$ cat config.mk
export PLATFORM = sky130hd
export DESIGN_NAME = draw_call_batcher
export DESIGN_NICKNAME = d
export VERILOG_FILES = /design/src/rtl/dcb_pkg.sv /design/src/rtl/draw_call_batcher.sv /design/src/rtl/dcb_ram.sv /design/src/rtl/dcb_slot_table.sv
export VERILOG_INCLUDE_DIRS = /design/src /design/src/rtl
export SDC_FILE = /design/constraint.sdc
export NUM_CORES = 1
export LEC_CHECK = 0
export BUFFER_PORTS_ARGS = -buffer_cell sky130_fd_sc_hd__buf_2
export CAP_MARGIN = 25
export CORE_MARGIN = 5
export CORE_UTILIZATION = 45
export DETAILED_ROUTE_END_ITERATION = 8
export PLACE_DENSITY = 0.67
export SETUP_SLACK_MARGIN = 0.4
export SYNTH_ARGS = -nofsm -noshare
export SYNTH_HDL_FRONTEND = slang
export SYNTH_SLANG_ARGS = --single-unit
$ cat constraint.sdc
create_clock -name clk -period 4.95 [get_ports clk]
set_input_delay 1.485 -clock clk [delete_from_list [all_inputs] [get_ports clk]]
set_output_delay 1.485 -clock clk [all_outputs]
set_load 0.005 [all_outputs]
$ cat src/rtl/draw_call_batcher_defines.svh
// assertion macros used by the slot table module
`ifndef DRAW_CALL_BATCHER_DEFINES_SVH
`define DRAW_CALL_BATCHER_DEFINES_SVH

// same-cycle implication, sampled on clk, off during reset
`define DCB_ASSERT_NOW(lbl, ante, cons, msg) \
	lbl: assert property (@(posedge clk) disable iff (!arst_n) (ante) |-> (cons)) \
		else $error(msg);

// next-cycle implication, sampled on clk, off during reset
`define DCB_ASSERT_NEXT(lbl, ante, cons, msg) \
	lbl: assert property (@(posedge clk) disable iff (!arst_n) (ante) |=> (cons)) \
		else $error(msg);

`endif

$ cat src/rtl/dcb_pkg.sv
package dcb_pkg;

	// default depth of the texture slot table
	localparam int TEXTURE_SLOTS_DEF = 16;

	typedef struct packed {
		logic [15:0] shader_id;
		logic [3:0]  blend_mode;
		logic [31:0] texture_handle;
		logic        uniforms_dirty;
		logic [31:0] base_index;
		logic [31:0] index_count;
	} sub_t;

	typedef struct packed {
		logic        new_batch;
		logic [15:0] batch_number;
		logic [3:0]  texture_slot;
		logic [31:0] batch_index_offset;
		logic [31:0] batch_index_total;
	} res_t;

	// slot table status toward the batch control
	typedef struct packed {
		logic done;
		logic found;
		logic full;
	} scan_stat_t;

	// batch control decision toward the slot table
	typedef struct packed {
		logic valid;
		logic clear;
	} commit_t;

endpackage

$ cat src/rtl/draw_call_batcher.sv
// channel | dir | payload           | handshake
// sub     | in  | dcb_pkg::sub_t    | sub_valid, sub_stall (driven here)
// res     | out | dcb_pkg::res_t    | res_valid, res_stall (driven by sink)
//
// one submission at a time; from acceptance to result a transaction waits on
// the slot scan, which reads one handle a cycle from the slot memory, at most
// slots_used handles (slots_used is the fill of the open batch's table), and
// on the result register; the next transaction can be taken in the cycle
// after the result is loaded
// reset is asynchronous active low; it empties the batch state, no clearing
// pass since slot entries are only read below the fill count
// sub_stall is high from acceptance until the result is loaded; a new
// transaction is taken while an earlier result still waits on res_stall
module draw_call_batcher #(
	parameter int TEXTURE_SLOTS = dcb_pkg::TEXTURE_SLOTS_DEF
) (
	input  logic          clk,
	input  logic          arst_n,
	input  logic          sub_valid,
	output logic          sub_stall,
	input  dcb_pkg::sub_t sub_data,
	output logic          res_valid,
	input  logic          res_stall,
	output dcb_pkg::res_t res_data
);

	import dcb_pkg::*;

	localparam int SW = (TEXTURE_SLOTS > 1) ? $clog2(TEXTURE_SLOTS) : 1;

	// one-hot sequencer states
	typedef enum logic [2:0] {
		ST_IDLE   = 3'b001,
		ST_SCAN   = 3'b010,
		ST_DECIDE = 3'b100
	} state_t;

	state_t        state_q;
	sub_t          sub_q;
	res_t          res_q;
	logic          res_valid_q;

	// open batch record
	logic          open_q;
	logic [15:0]   shader_q;
	logic [3:0]    blend_q;
	logic [31:0]   offset_q;
	logic [31:0]   total_q;
	logic [15:0]   counter_q;

	logic          accept;
	logic          can_load;
	logic          start;
	logic [31:0]   total_d;
	logic [31:0]   offset_d;
	logic [15:0]   counter_d;
	scan_stat_t    stat;
	commit_t       commit;
	logic [SW-1:0] slot;

	// a transaction is taken only while the sequencer is idle
	assign sub_stall = (state_q != ST_IDLE);
	assign accept    = sub_valid && !sub_stall;

	// result register frees up when empty or being taken this cycle
	assign can_load = !res_valid_q || !res_stall;

	// new batch when none is open, the render state changes, uniforms are
	// dirty, or the texture is absent from a full slot table
	assign start = !open_q
		|| (sub_q.shader_id != shader_q)
		|| (sub_q.blend_mode != blend_q)
		|| sub_q.uniforms_dirty
		|| (!stat.found && stat.full);

	assign total_d   = (start ? 32'd0 : total_q) + sub_q.index_count;
	assign offset_d  = start ? sub_q.base_index : offset_q;
	assign counter_d = (start && open_q) ? counter_q + 16'd1 : counter_q;

	assign commit.valid = (state_q == ST_DECIDE) && can_load;
	assign commit.clear = start;

	assign res_valid = res_valid_q;
	assign res_data  = res_q;

	dcb_slot_table #(
		.TEXTURE_SLOTS(TEXTURE_SLOTS)
	) u_slots (
		.clk   (clk),
		.arst_n(arst_n),
		.go    (accept),
		.handle(sub_q.texture_handle),
		.commit(commit),
		.stat  (stat),
		.slot  (slot)
	);

	always_ff @(posedge clk or negedge arst_n) begin
		if (!arst_n) begin
			state_q     <= ST_IDLE;
			res_valid_q <= 1'b0;
			open_q      <= 1'b0;
			shader_q    <= '0;
			blend_q     <= '0;
			offset_q    <= '0;
			total_q     <= '0;
			counter_q   <= '0;
		end else begin
			if (commit.valid) begin
				res_valid_q <= 1'b1;
			end else if (!res_stall) begin
				res_valid_q <= 1'b0;
			end
			unique case (state_q)
				ST_IDLE: begin
					if (accept) begin
						state_q <= ST_SCAN;
					end
				end
				ST_SCAN: begin
					// wait for the slot table search to settle
					if (stat.done) begin
						state_q <= ST_DECIDE;
					end
				end
				ST_DECIDE: begin
					if (can_load) begin
						state_q   <= ST_IDLE;
						open_q    <= 1'b1;
						total_q   <= total_d;
						offset_q  <= offset_d;
						counter_q <= counter_d;
						if (start) begin
							shader_q <= sub_q.shader_id;
							blend_q  <= sub_q.blend_mode;
						end
					end
				end
				default: begin
					state_q <= ST_IDLE;
				end
			endcase
		end
	end

	// payload registers
	always_ff @(posedge clk) begin
		if (accept) begin
			sub_q <= sub_data;
		end
		if (commit.valid) begin
			res_q.new_batch          <= start;
			res_q.batch_number       <= counter_d;
			res_q.texture_slot       <= 4'(slot);
			res_q.batch_index_offset <= offset_d;
			res_q.batch_index_total  <= total_d;
		end
	end

endmodule

$ cat src/rtl/dcb_ram.sv
module dcb_ram #(
	parameter int WIDTH = 32,
	parameter int DEPTH = 16,
	localparam int AW = (DEPTH > 1) ? $clog2(DEPTH) : 1
) (
	input  logic             clk,
	input  logic             we,
	input  logic [AW-1:0]    waddr,
	input  logic [WIDTH-1:0] wdata,
	input  logic             re,
	input  logic [AW-1:0]    raddr,
	output logic [WIDTH-1:0] rdata
);

	logic [WIDTH-1:0] mem [DEPTH];

	always_ff @(posedge clk) begin
		if (we) begin
			mem[waddr] <= wdata;
		end
		if (re) begin
			rdata <= mem[raddr];
		end
	end

endmodule

$ cat src/rtl/dcb_slot_table.sv
module dcb_slot_table #(
	parameter int TEXTURE_SLOTS = dcb_pkg::TEXTURE_SLOTS_DEF,
	localparam int SW = (TEXTURE_SLOTS > 1) ? $clog2(TEXTURE_SLOTS) : 1
) (
	input  logic                clk,
	input  logic                arst_n,
	input  logic                go,
	input  logic [31:0]         handle,
	input  dcb_pkg::commit_t    commit,
	output dcb_pkg::scan_stat_t stat,
	output logic [SW-1:0]       slot
);

	import dcb_pkg::*;

	`include "draw_call_batcher_defines.svh"

	localparam int CW = $clog2(TEXTURE_SLOTS + 1);

	logic [CW-1:0] used_q;
	logic [CW-1:0] idx_q;
	logic          busy_q;
	logic          pend_q;
	logic          found_q;
	logic          done_q;
	logic [SW-1:0] pidx_q;
	logic [SW-1:0] fidx_q;
	logic [31:0]   rdata;
	logic          issue;
	logic          hit;
	logic          finish;
	logic          we;
	logic [SW-1:0] waddr;

	// one read issued per cycle while the scan runs, compared in the cycle after it
	assign hit    = busy_q && pend_q && (rdata == handle);
	assign issue  = busy_q && !hit && (idx_q < used_q);
	assign finish = busy_q && !issue;

	// new handle goes to slot 0 on a fresh batch, else to the next free slot
	assign we    = commit.valid && (commit.clear || !found_q);
	assign waddr = commit.clear ? '0 : used_q[SW-1:0];
	assign slot  = commit.clear ? '0 : (found_q ? fidx_q : used_q[SW-1:0]);

	assign stat.done  = done_q;
	assign stat.found = found_q;
	assign stat.full  = (used_q == CW'(TEXTURE_SLOTS));

	dcb_ram #(
		.WIDTH(32),
		.DEPTH(TEXTURE_SLOTS)
	) u_handles (
		.clk  (clk),
		.we   (we),
		.waddr(waddr),
		.wdata(handle),
		.re   (issue),
		.raddr(idx_q[SW-1:0]),
		.rdata(rdata)
	);

	always_ff @(posedge clk or negedge arst_n) begin
		if (!arst_n) begin
			busy_q  <= 1'b0;
			pend_q  <= 1'b0;
			done_q  <= 1'b0;
			found_q <= 1'b0;
			idx_q   <= '0;
			used_q  <= '0;
		end else begin
			done_q <= finish;
			if (go) begin
				busy_q <= 1'b1;
				pend_q <= 1'b0;
				idx_q  <= '0;
			end else if (busy_q) begin
				pend_q <= issue;
				if (issue) begin
					idx_q <= idx_q + CW'(1);
				end
				if (finish) begin
					busy_q  <= 1'b0;
					found_q <= hit;
				end
			end
			if (commit.valid) begin
				if (commit.clear) begin
					used_q <= CW'(1);
				end else if (!found_q) begin
					used_q <= used_q + CW'(1);
				end
			end
		end
	end

	always_ff @(posedge clk) begin
		if (busy_q) begin
			pidx_q <= idx_q[SW-1:0];
			if (finish) begin
				fidx_q <= pidx_q;
			end
		end
	end

	`DCB_ASSERT_NOW(a_used_range, 1'b1, used_q <= CW'(TEXTURE_SLOTS), "slot count past table depth")
	`DCB_ASSERT_NOW(a_commit_idle, commit.valid, !busy_q && !go, "commit during slot scan")
	`DCB_ASSERT_NEXT(a_done_once, done_q, !done_q && !busy_q, "scan done repeated")

endmodule

==> run summary <==
Status: complete, no violations
Yosys reg bits: 873
R2r worst-path depth: 15
Worst min path class: flop to flop
# port buffers: 207
Sequential power share: 0.493
# clock sinks: 873
Mapped Nets: 2067
Routed metal-1 wirelength: 30400 microns
TritonCTS buffer count: 91
Hold path start: u_slots.pidx_q[0]
Tcrit/Tclk final: 0.872
Max Fclk: 232 MHz
Mapped Area: 0.0344 sq mm
Max VDD drop: 0.286 mV
Share of cells above drive strength 1: 0.284
Starting Density: 0.453
WL met3: 5040 microns
Startpoint types: flop
Slew Limit Fails: 0
Via count: 17800
Setup violators final: 0
Drt drc: 0
Vias in the first global route: 18200
Top routing layer in use: met5
WP data arrival: 4830 ps
Critical Path Source: u_slots.used_q[0]
Min Tclk post-route: 4320 ps
I/O Pins: 208
Number of H-tree levels: 3
Slew headroom: 0.409
CTS tree: done
Row count: 101
Power share of the combinational group: 0.151
Endpoints failing hold: 0
DR iter-0 viols: 1578
DIE HEIGHT: 287 microns
RSZ-0062 raised after global routing: false
Post-CTS Hold Buffers: 0
Clk buf depth: 3
WHS Endpoint: u_slots.fidx_q[0]
R2R Path Start: u_slots.used_q[0]
Layout area overhead: 17.0%
Setup Skew: 16.1 ps
Post-synth EDFFs: 754
Initial antenna violation count: 2
Final instance area: 0.0403 sq mm
Worst-Margin Slew: 887 ps
GP Congestion: 0.848
Worst slack, placed: 540 ps
R2r setup slk: 630 ps
P_sw: 0.00499 W
Switching Share: 0.253
Maximum fanout along the worst path: 13
Drt pass-1 iters: 5
Wirelength per Cell: 22.2 microns
Worst path bufs/invs: 2
Sequential-to-total area share from yosys stat: 0.745
Die area: 0.0821 sq mm
Hold depth: 0
NumNets Final: 2336
Max stage delay on crit path: 500 ps
Non-filler cells, final: 3281
Clock-pin slew on the worst setup and hold paths: 60 ps
Antenna-violating nets left: 0
CP Capture Type: flop
Footprint of the multi-input gates: 0.00852 sq mm
Post-detail-place hpwl: 43100 microns
Post-Route WL: 72800 microns
Worst skew pair latency: 640 ps
Yosys cell types: 67
Share of synthesized registers carrying an async set or reset: 0.136
Setup TNS: 0 ps
Clk pwr share: 0.356
GRT Resource Usage Total: 0.177
FF/Latch Area: 0.0256 sq mm
CP most frequent cell: ha_1
Critical-path cell list: inv_1 > ha_1 > a311oi_1 > and4_4 > buf_4 > and2_1 > ha_1 > a21o_1 > a211oi_1 > o22a_1 > nand3_1 > a21boi_0 > o21ai_0 > xor2_1 > mux2_2
Final Worst Setup Slack: 634 ps
R2r endpoint: total_q[19]
Vias/cell: 5.43
WL met2: 35700 microns
Post-DP Area: 0.0371 sq mm
Inst Count DP: 3111
Ys Warns: 0
Placeable Area: 0.0759 sq mm
Critical path class: flop to flop
Syn Inst Count: 1906
Data required, critical path: 5470 ps
CP max stage cell: dfrtp_1
Cell family with most CP delay: compound AO/OA/AOI/OAI gates
Pleak: 14.4 nW
Die Span X: 287 microns
Primary FF master, synth: edfxtp_1
Syn_area_per_cell: 18.1 sq um
First-pass GRT wire length: 111000 microns
Pwr/cell area: 490 mW/mm^2
Clock tree root buffer cell: clkbuf_16
# fillers: 5900
Grt ovf: 0
P_int: 0.0148 W
Largest net degree at the start of global routing: 76
MaxCap Viol Count: 0
## cells in the final DEF (no fill, tap or decap), drive strengths merged, types with 5 or more instances in the layout
cell type  count
and2          36
mux2i          5
clkbuf       107
o211ai         5
nand3         24
mux2          34
o21bai         5
o21ai         23
edfxtp       754
nor2          63
nand4         15
mux4         160
clkinvlp       7
nor2b          5
nor4           8
inv           23
clkinv        36
buf          255
nand2        294
a21oi         31
a211oi         7
xnor2         58
and4           6
a31oi          6
dfrtp        118
a21o          14
bufinv        14
xor2          55
ha            39
## worst max path at each step
stage	end	slack [ps]	cells after the start
final	total_q[19]	630	15
after global routing	total_q[19]	440	15
after CTS	total_q[19]	510	15
after detailed placement	res_data[31]	540	15
after global placement	res_data[31]	680	15
after floorplan	sub_q[0]	530	2
## power groups by stage
stage	clock network (W)	logic [W]	registers, W
floorplan	0	0.00228	0.00962
global placement	0	0.00294	0.00985
detailed placement	0	0.00301	0.00989
CTS	0.00719	0.00303	0.00975
global route	0.00753	0.00325	0.00984
finish	0.00703	0.00298	0.00974
## cells in the mapped netlist, types with 3 or more instances
cell type / n / share of area
a211oi_1: 7 / 0.0015
a21o_1: 14 / 0.0031
a21oi_1: 29 / 0.0042
a31oi_1: 5 / 0.00091
and2_1: 34 / 0.0062
and3_1: 3 / 0.00055
and4_1: 5 / 0.0013
buf_1: 9 / 0.00098
buf_2: 17 / 0.0025
buf_4: 4 / 0.00087
clkbuf_1: 48 / 0.0052
dfrtp_1: 118 / 0.086
edfxtp_1: 754 / 0.66
ha_1: 39 / 0.014
inv_1: 17 / 0.0019
mux2_2: 34 / 0.011
mux2i_1: 5 / 0.0015
mux4_2: 160 / 0.10
nand2_1: 294 / 0.032
nand2b_1: 3 / 0.00055
nand3_1: 24 / 0.0035
nand4_1: 14 / 0.0025
nor2_1: 62 / 0.0068
nor2b_1: 5 / 0.00091
nor3_1: 4 / 0.00058
nor4_1: 8 / 0.0015
o211ai_1: 5 / 0.0011
o21a_1: 4 / 0.00087
o21ai_0: 20 / 0.0029
o21ai_2: 3 / 0.00076
o21bai_1: 3 / 0.00065
xnor2_1: 58 / 0.015
xor2_1: 55 / 0.014
## kinds of logic after synthesis
kind of cell	after synthesis	share of synthesized area
AOI/OAI and AO/OA	113	0.0233
xor gates and xnor gates	113	0.0288
adders and majority gates	40	0.0148
buffers and inverters	98	0.0118
DFF	873	0.745
muxes	199	0.117
and+or+nand+nor	470	0.0595
## per-stage QoR
stage	hold WS [ps]	power (W)	util
6_report	420	0.0197	0.530
5_1_grt	437	0.0206	0.530
4_1_cts	421	0.0200	0.530
3_5_place_dp	407	0.0129	0.489
3_3_place_gp	403	0.0128	0.488
2_1_floorplan	400	0.0119	-
## layout make-up
class,count,share of cell area
Sequential cell,873,0.636
Inverter,19,0.00196
Tap cell,1030,0.0320
Antenna cell,1,0.0000621
Multi-Input combinational cell,935,0.211
Timing Repair Buffer,255,0.0405
Clock buffer,107,0.0590
Clock inverter,61,0.0186
## routing by layer
layer  up-vias  GRT usage
met5         -          0
met4         4     0.0418
met3       115     0.0357
met2       645      0.290
met1      9174      0.247
li1       7862          -
## registers in the layout, summed over array words and instances, names as in the netlist, 3 cells and up
signal and flops:
u_slots.u_handles.rdata 32, counter_q 16, sub_q 117, res_data 85, blend_q 4, total_q 32
state_q 3, u_slots.fidx_q 4, offset_q 32, u_slots.pidx_q 4, u_slots.idx_q 5, u_slots.used_q 5
shader_q 16, u_slots.u_handles.mem 512
## repair_timing
item,CTS,global route
resized for setup,0,1
setup buffers,0,0
setup endpoints to repair,0,3
Power figures use the tool's default switching activity.
